### src/rtl/core/yuvrgb_pkg.sv
// Types and constants for the YUV 4:2:0 block to RGB converter.
// No dependencies; used by the modules, interfaces and checker of the core.
package yuvrgb_pkg;

    localparam int LANES = 4;
    localparam int POS_W = $clog2(LANES);

    typedef logic [7:0]          chan_t;
    typedef logic signed [16:0]  prod_t;
    typedef logic [POS_W-1:0]    pos_t;

    // Chroma products shared by the four pixels of a block.
    typedef struct packed {
        prod_t blue;   // 454 * (U - 128)
        prod_t red;    // 359 * (V - 128)
        prod_t green;  // 183 * (V - 128) + 88 * (U - 128)
    } chroma_terms_t;

    typedef struct packed {
        chan_t red;
        chan_t green;
        chan_t blue;
    } rgb_t;

    localparam pos_t POS_TOP_LEFT     = 2'd0;
    localparam pos_t POS_TOP_RIGHT    = 2'd1;
    localparam pos_t POS_BOTTOM_LEFT  = 2'd2;
    localparam pos_t POS_BOTTOM_RIGHT = 2'd3;

    localparam logic MODE_SPLIT = 1'b0;
    localparam logic MODE_JOINT = 1'b1;

    localparam logic signed [9:0] COEF_U_BLUE  = 10'sd454;
    localparam logic signed [9:0] COEF_V_RED   = 10'sd359;
    localparam logic signed [9:0] COEF_V_GREEN = 10'sd183;
    localparam logic signed [9:0] COEF_U_GREEN = 10'sd88;

    localparam logic signed [8:0] CHROMA_BIAS = 9'sd128;
    localparam chan_t             LUMA_BIAS   = 8'd16;
    localparam chan_t             CHAN_MAX    = 8'd255;

endpackage

### src/rtl/core/yuvrgb_if.sv
// Channel interfaces of the converter: 2x2 block in, one pixel per word out.
// Depends on yuvrgb_pkg.
interface yuvrgb_block_if;
    logic                 valid;
    logic                 ready;
    yuvrgb_pkg::chan_t    luma_top_left;
    yuvrgb_pkg::chan_t    luma_top_right;
    yuvrgb_pkg::chan_t    luma_bottom_left;
    yuvrgb_pkg::chan_t    luma_bottom_right;
    yuvrgb_pkg::chan_t    chroma_blue;
    yuvrgb_pkg::chan_t    chroma_red;

    modport source (
        output valid, luma_top_left, luma_top_right, luma_bottom_left,
               luma_bottom_right, chroma_blue, chroma_red,
        input  ready
    );
    modport sink (
        input  valid, luma_top_left, luma_top_right, luma_bottom_left,
               luma_bottom_right, chroma_blue, chroma_red,
        output ready
    );
endinterface

interface yuvrgb_pixel_if;
    logic                 valid;
    logic                 ready;
    yuvrgb_pkg::chan_t    red;
    yuvrgb_pkg::chan_t    green;
    yuvrgb_pkg::chan_t    blue;
    yuvrgb_pkg::pos_t     pixel_position;
    logic                 last;

    modport source (
        output valid, red, green, blue, pixel_position, last,
        input  ready
    );
    modport sink (
        input  valid, red, green, blue, pixel_position, last,
        output ready
    );
endinterface

### src/rtl/core/yuvrgb_front.sv
// Front stage: removes the chroma bias and forms the shared chroma products.
// Depends on yuvrgb_pkg.
module yuvrgb_front (
    input  logic                                         clk,
    input  logic                                         load,
    input  yuvrgb_pkg::chan_t [yuvrgb_pkg::LANES-1:0]    luma_in,
    input  yuvrgb_pkg::chan_t                            chroma_blue,
    input  yuvrgb_pkg::chan_t                            chroma_red,
    output yuvrgb_pkg::chan_t [yuvrgb_pkg::LANES-1:0]    luma_out,
    output yuvrgb_pkg::chroma_terms_t                    terms
);

    logic signed [8:0]                           u;
    logic signed [8:0]                           v;
    yuvrgb_pkg::chroma_terms_t                   terms_next;
    yuvrgb_pkg::chroma_terms_t                   terms_reg;
    yuvrgb_pkg::chan_t [yuvrgb_pkg::LANES-1:0]   luma_reg;

    assign u = $signed({1'b0, chroma_blue}) - yuvrgb_pkg::CHROMA_BIAS;
    assign v = $signed({1'b0, chroma_red}) - yuvrgb_pkg::CHROMA_BIAS;

    always_comb
    begin
        terms_next.blue  = yuvrgb_pkg::prod_t'(u)
                         * yuvrgb_pkg::prod_t'(yuvrgb_pkg::COEF_U_BLUE);
        terms_next.red   = yuvrgb_pkg::prod_t'(v)
                         * yuvrgb_pkg::prod_t'(yuvrgb_pkg::COEF_V_RED);
        terms_next.green = yuvrgb_pkg::prod_t'(v)
                         * yuvrgb_pkg::prod_t'(yuvrgb_pkg::COEF_V_GREEN)
                         + yuvrgb_pkg::prod_t'(u)
                         * yuvrgb_pkg::prod_t'(yuvrgb_pkg::COEF_U_GREEN);
    end

    always_ff @(posedge clk)
    begin
        if (load)
        begin
            terms_reg <= terms_next;
            luma_reg  <= luma_in;
        end
    end

    assign terms    = terms_reg;
    assign luma_out = luma_reg;

endmodule

### src/rtl/core/yuvrgb_lane.sv
// One pixel lane: adds luma to the chroma terms, shifts and clamps.
// Depends on yuvrgb_pkg.
module yuvrgb_lane (
    input  logic                        clk,
    input  logic                        load,
    input  logic                        mode,
    input  yuvrgb_pkg::chan_t           luma,
    input  yuvrgb_pkg::chroma_terms_t   terms,
    output yuvrgb_pkg::rgb_t            pixel
);

    typedef logic signed [18:0] wide_t;

    wide_t              y_ext;
    wide_t              yy;
    wide_t              red_sum;
    wide_t              green_sum;
    wide_t              blue_sum;
    yuvrgb_pkg::rgb_t   pixel_next;
    yuvrgb_pkg::rgb_t   pixel_reg;

    function automatic yuvrgb_pkg::chan_t clamp(input wide_t x);
        yuvrgb_pkg::chan_t res;
        if (x < 0)
            res = '0;
        else if (x > wide_t'(yuvrgb_pkg::CHAN_MAX))
            res = yuvrgb_pkg::CHAN_MAX;
        else
            res = x[7:0];
        return res;
    endfunction

    assign y_ext = wide_t'(luma);
    assign yy    = (y_ext - wide_t'(yuvrgb_pkg::LUMA_BIAS)) <<< 8;

    always_comb
    begin
        unique case (mode)
            yuvrgb_pkg::MODE_SPLIT:
            begin
                // Shift each chroma term on its own, then add raw luma.
                red_sum   = y_ext + wide_t'(terms.red >>> 8);
                green_sum = y_ext - wide_t'(terms.green >>> 8);
                blue_sum  = y_ext + wide_t'(terms.blue >>> 8);
            end
            yuvrgb_pkg::MODE_JOINT:
            begin
                red_sum   = (yy + wide_t'(terms.red)) >>> 8;
                green_sum = (yy - wide_t'(terms.green)) >>> 8;
                blue_sum  = (yy + wide_t'(terms.blue)) >>> 8;
            end
            default:
            begin
                red_sum   = '0;
                green_sum = '0;
                blue_sum  = '0;
            end
        endcase
        pixel_next.red   = clamp(red_sum);
        pixel_next.green = clamp(green_sum);
        pixel_next.blue  = clamp(blue_sum);
    end

    always_ff @(posedge clk)
    begin
        if (load)
            pixel_reg <= pixel_next;
    end

    assign pixel = pixel_reg;

endmodule

### src/rtl/core/yuvrgb_merge.sv
// Merge stage: holds the four lane results and sends them one word a cycle while the receiver is ready.
// Depends on yuvrgb_pkg and yuvrgb_pixel_if.
module yuvrgb_merge (
    input  logic                                       clk,
    input  logic                                       rst_n,
    input  logic                                       load,
    input  yuvrgb_pkg::rgb_t [yuvrgb_pkg::LANES-1:0]   pixels,
    output logic                                       can_load,
    yuvrgb_pixel_if.source                             pix
);

    yuvrgb_pkg::rgb_t [yuvrgb_pkg::LANES-1:0]   buf_reg;
    logic                                       valid_reg;
    yuvrgb_pkg::pos_t                           pos_reg;
    logic                                       is_last;
    logic                                       pop;

    assign is_last  = (pos_reg == yuvrgb_pkg::POS_BOTTOM_RIGHT);
    assign pop      = valid_reg && pix.ready;
    // Take the next block while the final word of this one leaves.
    assign can_load = !valid_reg || (pop && is_last);

    always_ff @(posedge clk)
    begin
        if (load)
            buf_reg <= pixels;
    end

    always_ff @(posedge clk or negedge rst_n)
    begin
        if (!rst_n)
        begin
            valid_reg <= 1'b0;
            pos_reg   <= yuvrgb_pkg::POS_TOP_LEFT;
        end
        else if (load)
        begin
            valid_reg <= 1'b1;
            pos_reg   <= yuvrgb_pkg::POS_TOP_LEFT;
        end
        else if (pop)
        begin
            if (is_last)
                valid_reg <= 1'b0;
            pos_reg <= pos_reg + 1'b1;
        end
    end

    assign pix.valid          = valid_reg;
    assign pix.red            = buf_reg[pos_reg].red;
    assign pix.green          = buf_reg[pos_reg].green;
    assign pix.blue           = buf_reg[pos_reg].blue;
    assign pix.pixel_position = pos_reg;
    assign pix.last           = is_last;

endmodule

### src/rtl/core/yuv420_block_to_rgb.sv
// YUV 4:2:0 2x2 block to RGB: front stage, four pixel lanes, merge stage.
// A block passes the front registers, the lane registers and the merge buffer
// before its first pixel word is valid. The merge stage sends one pixel word per
// cycle while the receiver is ready; up to three blocks are in flight.
// Reset: asynchronous, active low; empties the pipe and sets mode_reg to 0.
module yuv420_block_to_rgb (
    input  logic              clk,
    input  logic              rst_n,
    input  logic              cfg_we,
    input  logic              cfg_wdata,
    yuvrgb_block_if.sink      blk,
    yuvrgb_pixel_if.source    pix
);

    logic                                        mode_reg;
    logic                                        s1_valid_reg;
    logic                                        s2_valid_reg;
    logic                                        s1_ready;
    logic                                        s2_ready;
    logic                                        merge_ready;
    logic                                        front_load;
    logic                                        lane_load;
    logic                                        merge_load;
    yuvrgb_pkg::chan_t [yuvrgb_pkg::LANES-1:0]   luma_in;
    yuvrgb_pkg::chan_t [yuvrgb_pkg::LANES-1:0]   luma_s1;
    yuvrgb_pkg::chroma_terms_t                   terms_s1;
    yuvrgb_pkg::rgb_t [yuvrgb_pkg::LANES-1:0]    pixels_s2;

    assign s2_ready   = !s2_valid_reg || merge_ready;
    assign s1_ready   = !s1_valid_reg || s2_ready;
    assign blk.ready  = s1_ready;
    assign front_load = blk.valid && s1_ready;
    assign lane_load  = s1_valid_reg && s2_ready;
    assign merge_load = s2_valid_reg && merge_ready;

    assign luma_in[yuvrgb_pkg::POS_TOP_LEFT]     = blk.luma_top_left;
    assign luma_in[yuvrgb_pkg::POS_TOP_RIGHT]    = blk.luma_top_right;
    assign luma_in[yuvrgb_pkg::POS_BOTTOM_LEFT]  = blk.luma_bottom_left;
    assign luma_in[yuvrgb_pkg::POS_BOTTOM_RIGHT] = blk.luma_bottom_right;

    always_ff @(posedge clk or negedge rst_n)
    begin
        if (!rst_n)
        begin
            mode_reg     <= yuvrgb_pkg::MODE_SPLIT;
            s1_valid_reg <= 1'b0;
            s2_valid_reg <= 1'b0;
        end
        else
        begin
            if (cfg_we)
                mode_reg <= cfg_wdata;
            if (s1_ready)
                s1_valid_reg <= blk.valid;
            if (s2_ready)
                s2_valid_reg <= s1_valid_reg;
        end
    end

    yuvrgb_front u_front (
        .clk         (clk),
        .load        (front_load),
        .luma_in     (luma_in),
        .chroma_blue (blk.chroma_blue),
        .chroma_red  (blk.chroma_red),
        .luma_out    (luma_s1),
        .terms       (terms_s1)
    );

    for (genvar k = 0; k < yuvrgb_pkg::LANES; k++)
    begin : g_lane
        yuvrgb_lane u_lane (
            .clk   (clk),
            .load  (lane_load),
            .mode  (mode_reg),
            .luma  (luma_s1[k]),
            .terms (terms_s1),
            .pixel (pixels_s2[k])
        );
    end

    yuvrgb_merge u_merge (
        .clk      (clk),
        .rst_n    (rst_n),
        .load     (merge_load),
        .pixels   (pixels_s2),
        .can_load (merge_ready),
        .pix      (pix)
    );

endmodule

### src/flat_wrapper.sv
// flat-port wrapper written by rule: the top's interface ports become plain ports
module yuv420_block_to_rgb_flat 
  (clk, rst_n, cfg_we, cfg_wdata, blk_valid, blk_luma_top_left, blk_luma_top_right, blk_luma_bottom_left, blk_luma_bottom_right, blk_chroma_blue, blk_chroma_red, blk_ready, pix_valid, pix_red, pix_green, pix_blue, pix_pixel_position, pix_last, pix_ready);
  yuvrgb_block_if blk_i ();
  yuvrgb_pixel_if pix_i ();
  input  logic clk;
  input  logic rst_n;
  input  logic cfg_we;
  input  logic cfg_wdata;
  input wire logic [$bits(blk_i.valid)-1:0] blk_valid;
  input wire logic [$bits(blk_i.luma_top_left)-1:0] blk_luma_top_left;
  input wire logic [$bits(blk_i.luma_top_right)-1:0] blk_luma_top_right;
  input wire logic [$bits(blk_i.luma_bottom_left)-1:0] blk_luma_bottom_left;
  input wire logic [$bits(blk_i.luma_bottom_right)-1:0] blk_luma_bottom_right;
  input wire logic [$bits(blk_i.chroma_blue)-1:0] blk_chroma_blue;
  input wire logic [$bits(blk_i.chroma_red)-1:0] blk_chroma_red;
  output wire logic [$bits(blk_i.ready)-1:0] blk_ready;
  output wire logic [$bits(pix_i.valid)-1:0] pix_valid;
  output wire logic [$bits(pix_i.red)-1:0] pix_red;
  output wire logic [$bits(pix_i.green)-1:0] pix_green;
  output wire logic [$bits(pix_i.blue)-1:0] pix_blue;
  output wire logic [$bits(pix_i.pixel_position)-1:0] pix_pixel_position;
  output wire logic [$bits(pix_i.last)-1:0] pix_last;
  input wire logic [$bits(pix_i.ready)-1:0] pix_ready;
  assign blk_i.valid = blk_valid;
  assign blk_i.luma_top_left = blk_luma_top_left;
  assign blk_i.luma_top_right = blk_luma_top_right;
  assign blk_i.luma_bottom_left = blk_luma_bottom_left;
  assign blk_i.luma_bottom_right = blk_luma_bottom_right;
  assign blk_i.chroma_blue = blk_chroma_blue;
  assign blk_i.chroma_red = blk_chroma_red;
  assign blk_ready = blk_i.ready;
  assign pix_valid = pix_i.valid;
  assign pix_red = pix_i.red;
  assign pix_green = pix_i.green;
  assign pix_blue = pix_i.blue;
  assign pix_pixel_position = pix_i.pixel_position;
  assign pix_last = pix_i.last;
  assign pix_i.ready = pix_ready;
  yuv420_block_to_rgb u_core (.clk(clk), .rst_n(rst_n), .cfg_we(cfg_we), .cfg_wdata(cfg_wdata), .blk(blk_i), .pix(pix_i));
endmodule
### config.mk
export PLATFORM = sky130hd
export DESIGN_NAME = yuv420_block_to_rgb_flat
export DESIGN_NICKNAME = d
export VERILOG_FILES = /design/src/rtl/core/yuvrgb_pkg.sv /design/src/rtl/core/yuvrgb_if.sv /design/src/rtl/core/yuvrgb_front.sv /design/src/rtl/core/yuvrgb_lane.sv /design/src/rtl/core/yuvrgb_merge.sv /design/src/rtl/core/yuv420_block_to_rgb.sv /design/src/flat_wrapper.sv
export SDC_FILE = /design/constraint.sdc
export NUM_CORES = 1
export LEC_CHECK = 0
export BUFFER_PORTS_ARGS = -buffer_cell sky130_fd_sc_hd__buf_4
export CAP_MARGIN = 0
export CORE_ASPECT_RATIO = 1.5
export CORE_MARGIN = 5
export CORE_UTILIZATION = 67
export DETAILED_ROUTE_END_ITERATION = 12
export PLACE_DENSITY_LB_ADDON = 0.15
export SLEW_MARGIN = 30
export SYNTH_ARGS = -nofsm -noshare
export SYNTH_HDL_FRONTEND = slang
export SYNTH_SLANG_ARGS = --single-unit
### constraint.sdc
create_clock -name clk -period 16.85 [get_ports clk]
set_clock_uncertainty 0.1 [all_clocks]
set_input_delay 1.685 -clock clk [delete_from_list [all_inputs] [get_ports clk]]
set_output_delay 1.685 -clock clk [all_outputs]
set_load 0.01 [all_outputs]
==> results.ini <==
[synthesis]
synthTopCellsByCount=271 x ha_1, 259 x edfxtp_1, 247 x inv_1
synth_cell_types=70
yosysSeqAreaShare_pct=39.03
synthesis.area_um2=20310
async_flop_share_pct=2.264
synth_edf_count=259
ys_ff_latch=265
yosysMostFrequentCell=ha_1
ys.flop_type=edfxtp_1
syn_inst=1800
syn_nets=2207
synth_top_area_share_pct=38.29
synth.largest_area_cell=edfxtp_1
synth.avg_cell_area_um2=11.29
synth_area_leaders=edfxtp_1 38%, ha_1 17%, fa_1 8.1%
synth_warnings=0

[pwr]
p_total_uw=3685
clockPowerShare_pct=15.0
power.internal_uw=2171
p_leak_uw=0.009401
peakVddDrop_mv=0.1084
power.switching_uw=1514
p_seq_share_pct=28.8
sw_frac_of_total_pct=41.08
power_density_nw_per_um2=166.0
comb_power_share_pct=56.2

[setup_path]
cp.arrival_ns=6.42
cpLargestDelayFamily=adder cells
worst-path-max-fanout=12
crit_buf_inv=5
endpoint_kind=flip-flop
critPathLaunch=blk_chroma_red[7]
reg2regPathDepth=9
crit_slowest_cell=fa_1
r2r-start=u_core.mode_reg
cp-start-kind=primary input
crit_required_ns=17.04
r2r_slack_ns=12.91
critPathKind=in -> reg
crit_chain=buf_4 -> inv_1 -> ha_1 -> xnor2_1 -> fa_1 -> fa_1 -> inv_1 -> fa_1 -> inv_1 -> fa_1 -> inv_1 -> ha_1 -> a21boi_1 -> o41a_1 -> a41o_1 -> o41a_1 -> xnor3_1
critical_path_depth=17
slowest_delay_ns=0.52

[floorplan]
rows=78
core_area_um2=30060
dieArea_um2=33970
die_h_um=223.3
ios=83
fp.dieW_um=152.2
start_util_pct=67.58

[sta]
period_share_pct=36.95
layout_min_cycle_time_ns=6.227
holdWs_ns=0.3118
setup_viol=0
rsz0062_at_grt=false
max_freq_ghz=0.1606
relSlewSlack_pct=38.35
worst_pin_slew_ns=0.9182
finalMaxSlewViolations=0
finalSetupTns_ns=0
finalHoldViolCount=0

[grt]
grt_start_max_net_pins=68
met3_usage_pct=3.765
grt.busiest_layer=met2
antenna_found_initial=0
use_met1_pct=31.86
grt_pass1_vias=14340
grtUsageMet2_pct=53.82
grt_overflow=0
grt_pass1_wl_um=76400
grt_use_total_pct=28.82

[clocking]
cts_tree=done
clock_sinks=265
root_buffer=clkbuf_16
clk_latency_ns=0.55
postCtsSetupBuffers=0
post_cts_resized=0
htree_levels=1
clockBufferDepth=3
path_clk_slew_ns=0.07
holdBufCountCts=0
cts_buffers=25

[cells_and_area]
area_growth_pct=9.258
num-nets-final=2296
drive_above_1_share_pct=9.644
fin_cells=2308
diodes=0
final_util_pct=73.83

[min_path]
hold_start=u_core.g_lane[1].u_lane.pixel[18]
whs_path_depth=0
min_path_type=reg -> reg

[placement]
dp_cells=2262
port_buffers=82
gp_congestion=0.9174
hpwlAfterDp_um=38380

[route]
vias=13890
wirelength_um=49040
postRouteAntennaNets=0
routed_via_density=6.016
drt_iter0_drc=769
firstDrtPassIters=7
drc_errors=0
wl_per_cell_um=21.25

[flow_run]
cap_violations=0

[status]
status=complete, no violations

## cell usage in the layout, fill, tap and decap left out, types with 34 or more instances in the layout
cell type	instances
a21oi_1	96
buf_4	88
edfxtp_1	259
fa_1	82
ha_1	271
inv_1	247
nand2_1	52
nor2_1	88
nor3_1	34
o21a_1	76
o21ai_0	58
xnor2_1	117
xor2_1	41
## power by group through the flow
| stage | registers [µW] | clock network [µW] | logic, µW |
|---|---|---|---|
| detailed placement | 1070 | 0 | 2040 |
| CTS | 1060 | 559 | 2060 |
| global route | 1070 | 591 | 2290 |
| finish | 1060 | 553 | 2070 |
| floorplan | 1020 | 0 | 1540 |
| global placement | 1060 | 0 | 1990 |
## cell type report
type                    count  area, µm²
flip-flops and latches    265       7933
clock inverters            13      126.4
fillers                  2098       7865
multi-input cells        1262      11370
inverters                 247      927.1
clock buffers              33      675.6
repair buffers             88      660.6
well taps                 400      500.5
## final timing paths
path	endpoint
max in group asynchronous	u_core.mode_reg
min in group asynchronous	u_core.s2_valid_reg
hold reg to reg	u_core.u_merge.buf_reg[42]
hold / removal	u_core.u_merge.buf_reg[42]
setup reg to reg	u_core.g_lane[3].u_lane.pixel[23]
setup / recovery	u_core.u_front.terms[16]
## metrics by stage
| step | area, µm² | setup WS [ns] |
|---|---|---|
| after global routing | 22190 | 10.44 |
| after CTS | 22190 | 10.64 |
| final | 22190 | 10.62 |
| after floorplan | 20310 | 10.14 |
| after detailed placement | 21390 | 10.05 |
| after global placement | 21390 | 10.13 |
## worst register-to-register path, cell delays in order, from the launching register on
cell	delay (ns)
dfrtp_2	0.83
buf_4	0.54
nand2_1	0.14
xnor2_1	0.53
ha_1	0.37
or2_2	0.29
a21oi_1	0.15
a21oi_1	0.07
xor2_1	0.49
o21a_1	0.28
## routing by layer
metal,part of all wire [%],up-vias
met4,6.1,0
met5,0,-
met1,36,6666
li1,-,6606
met3,5.5,141
met2,52,473
## kinds of logic after synthesis
group | after synthesis | share of synthesized area (%)
DFF | 265 | 39.03
and+or+nand+nor | 313 | 7.946
muxes | 40 | 3.455
AOI/OAI and AO/OA | 397 | 12.82
adders and majority gates | 353 | 24.77
buffers and inverters | 273 | 5.051
xor gates and xnor gates | 159 | 6.923
Note: power is estimated with default switching activity, not from simulation.
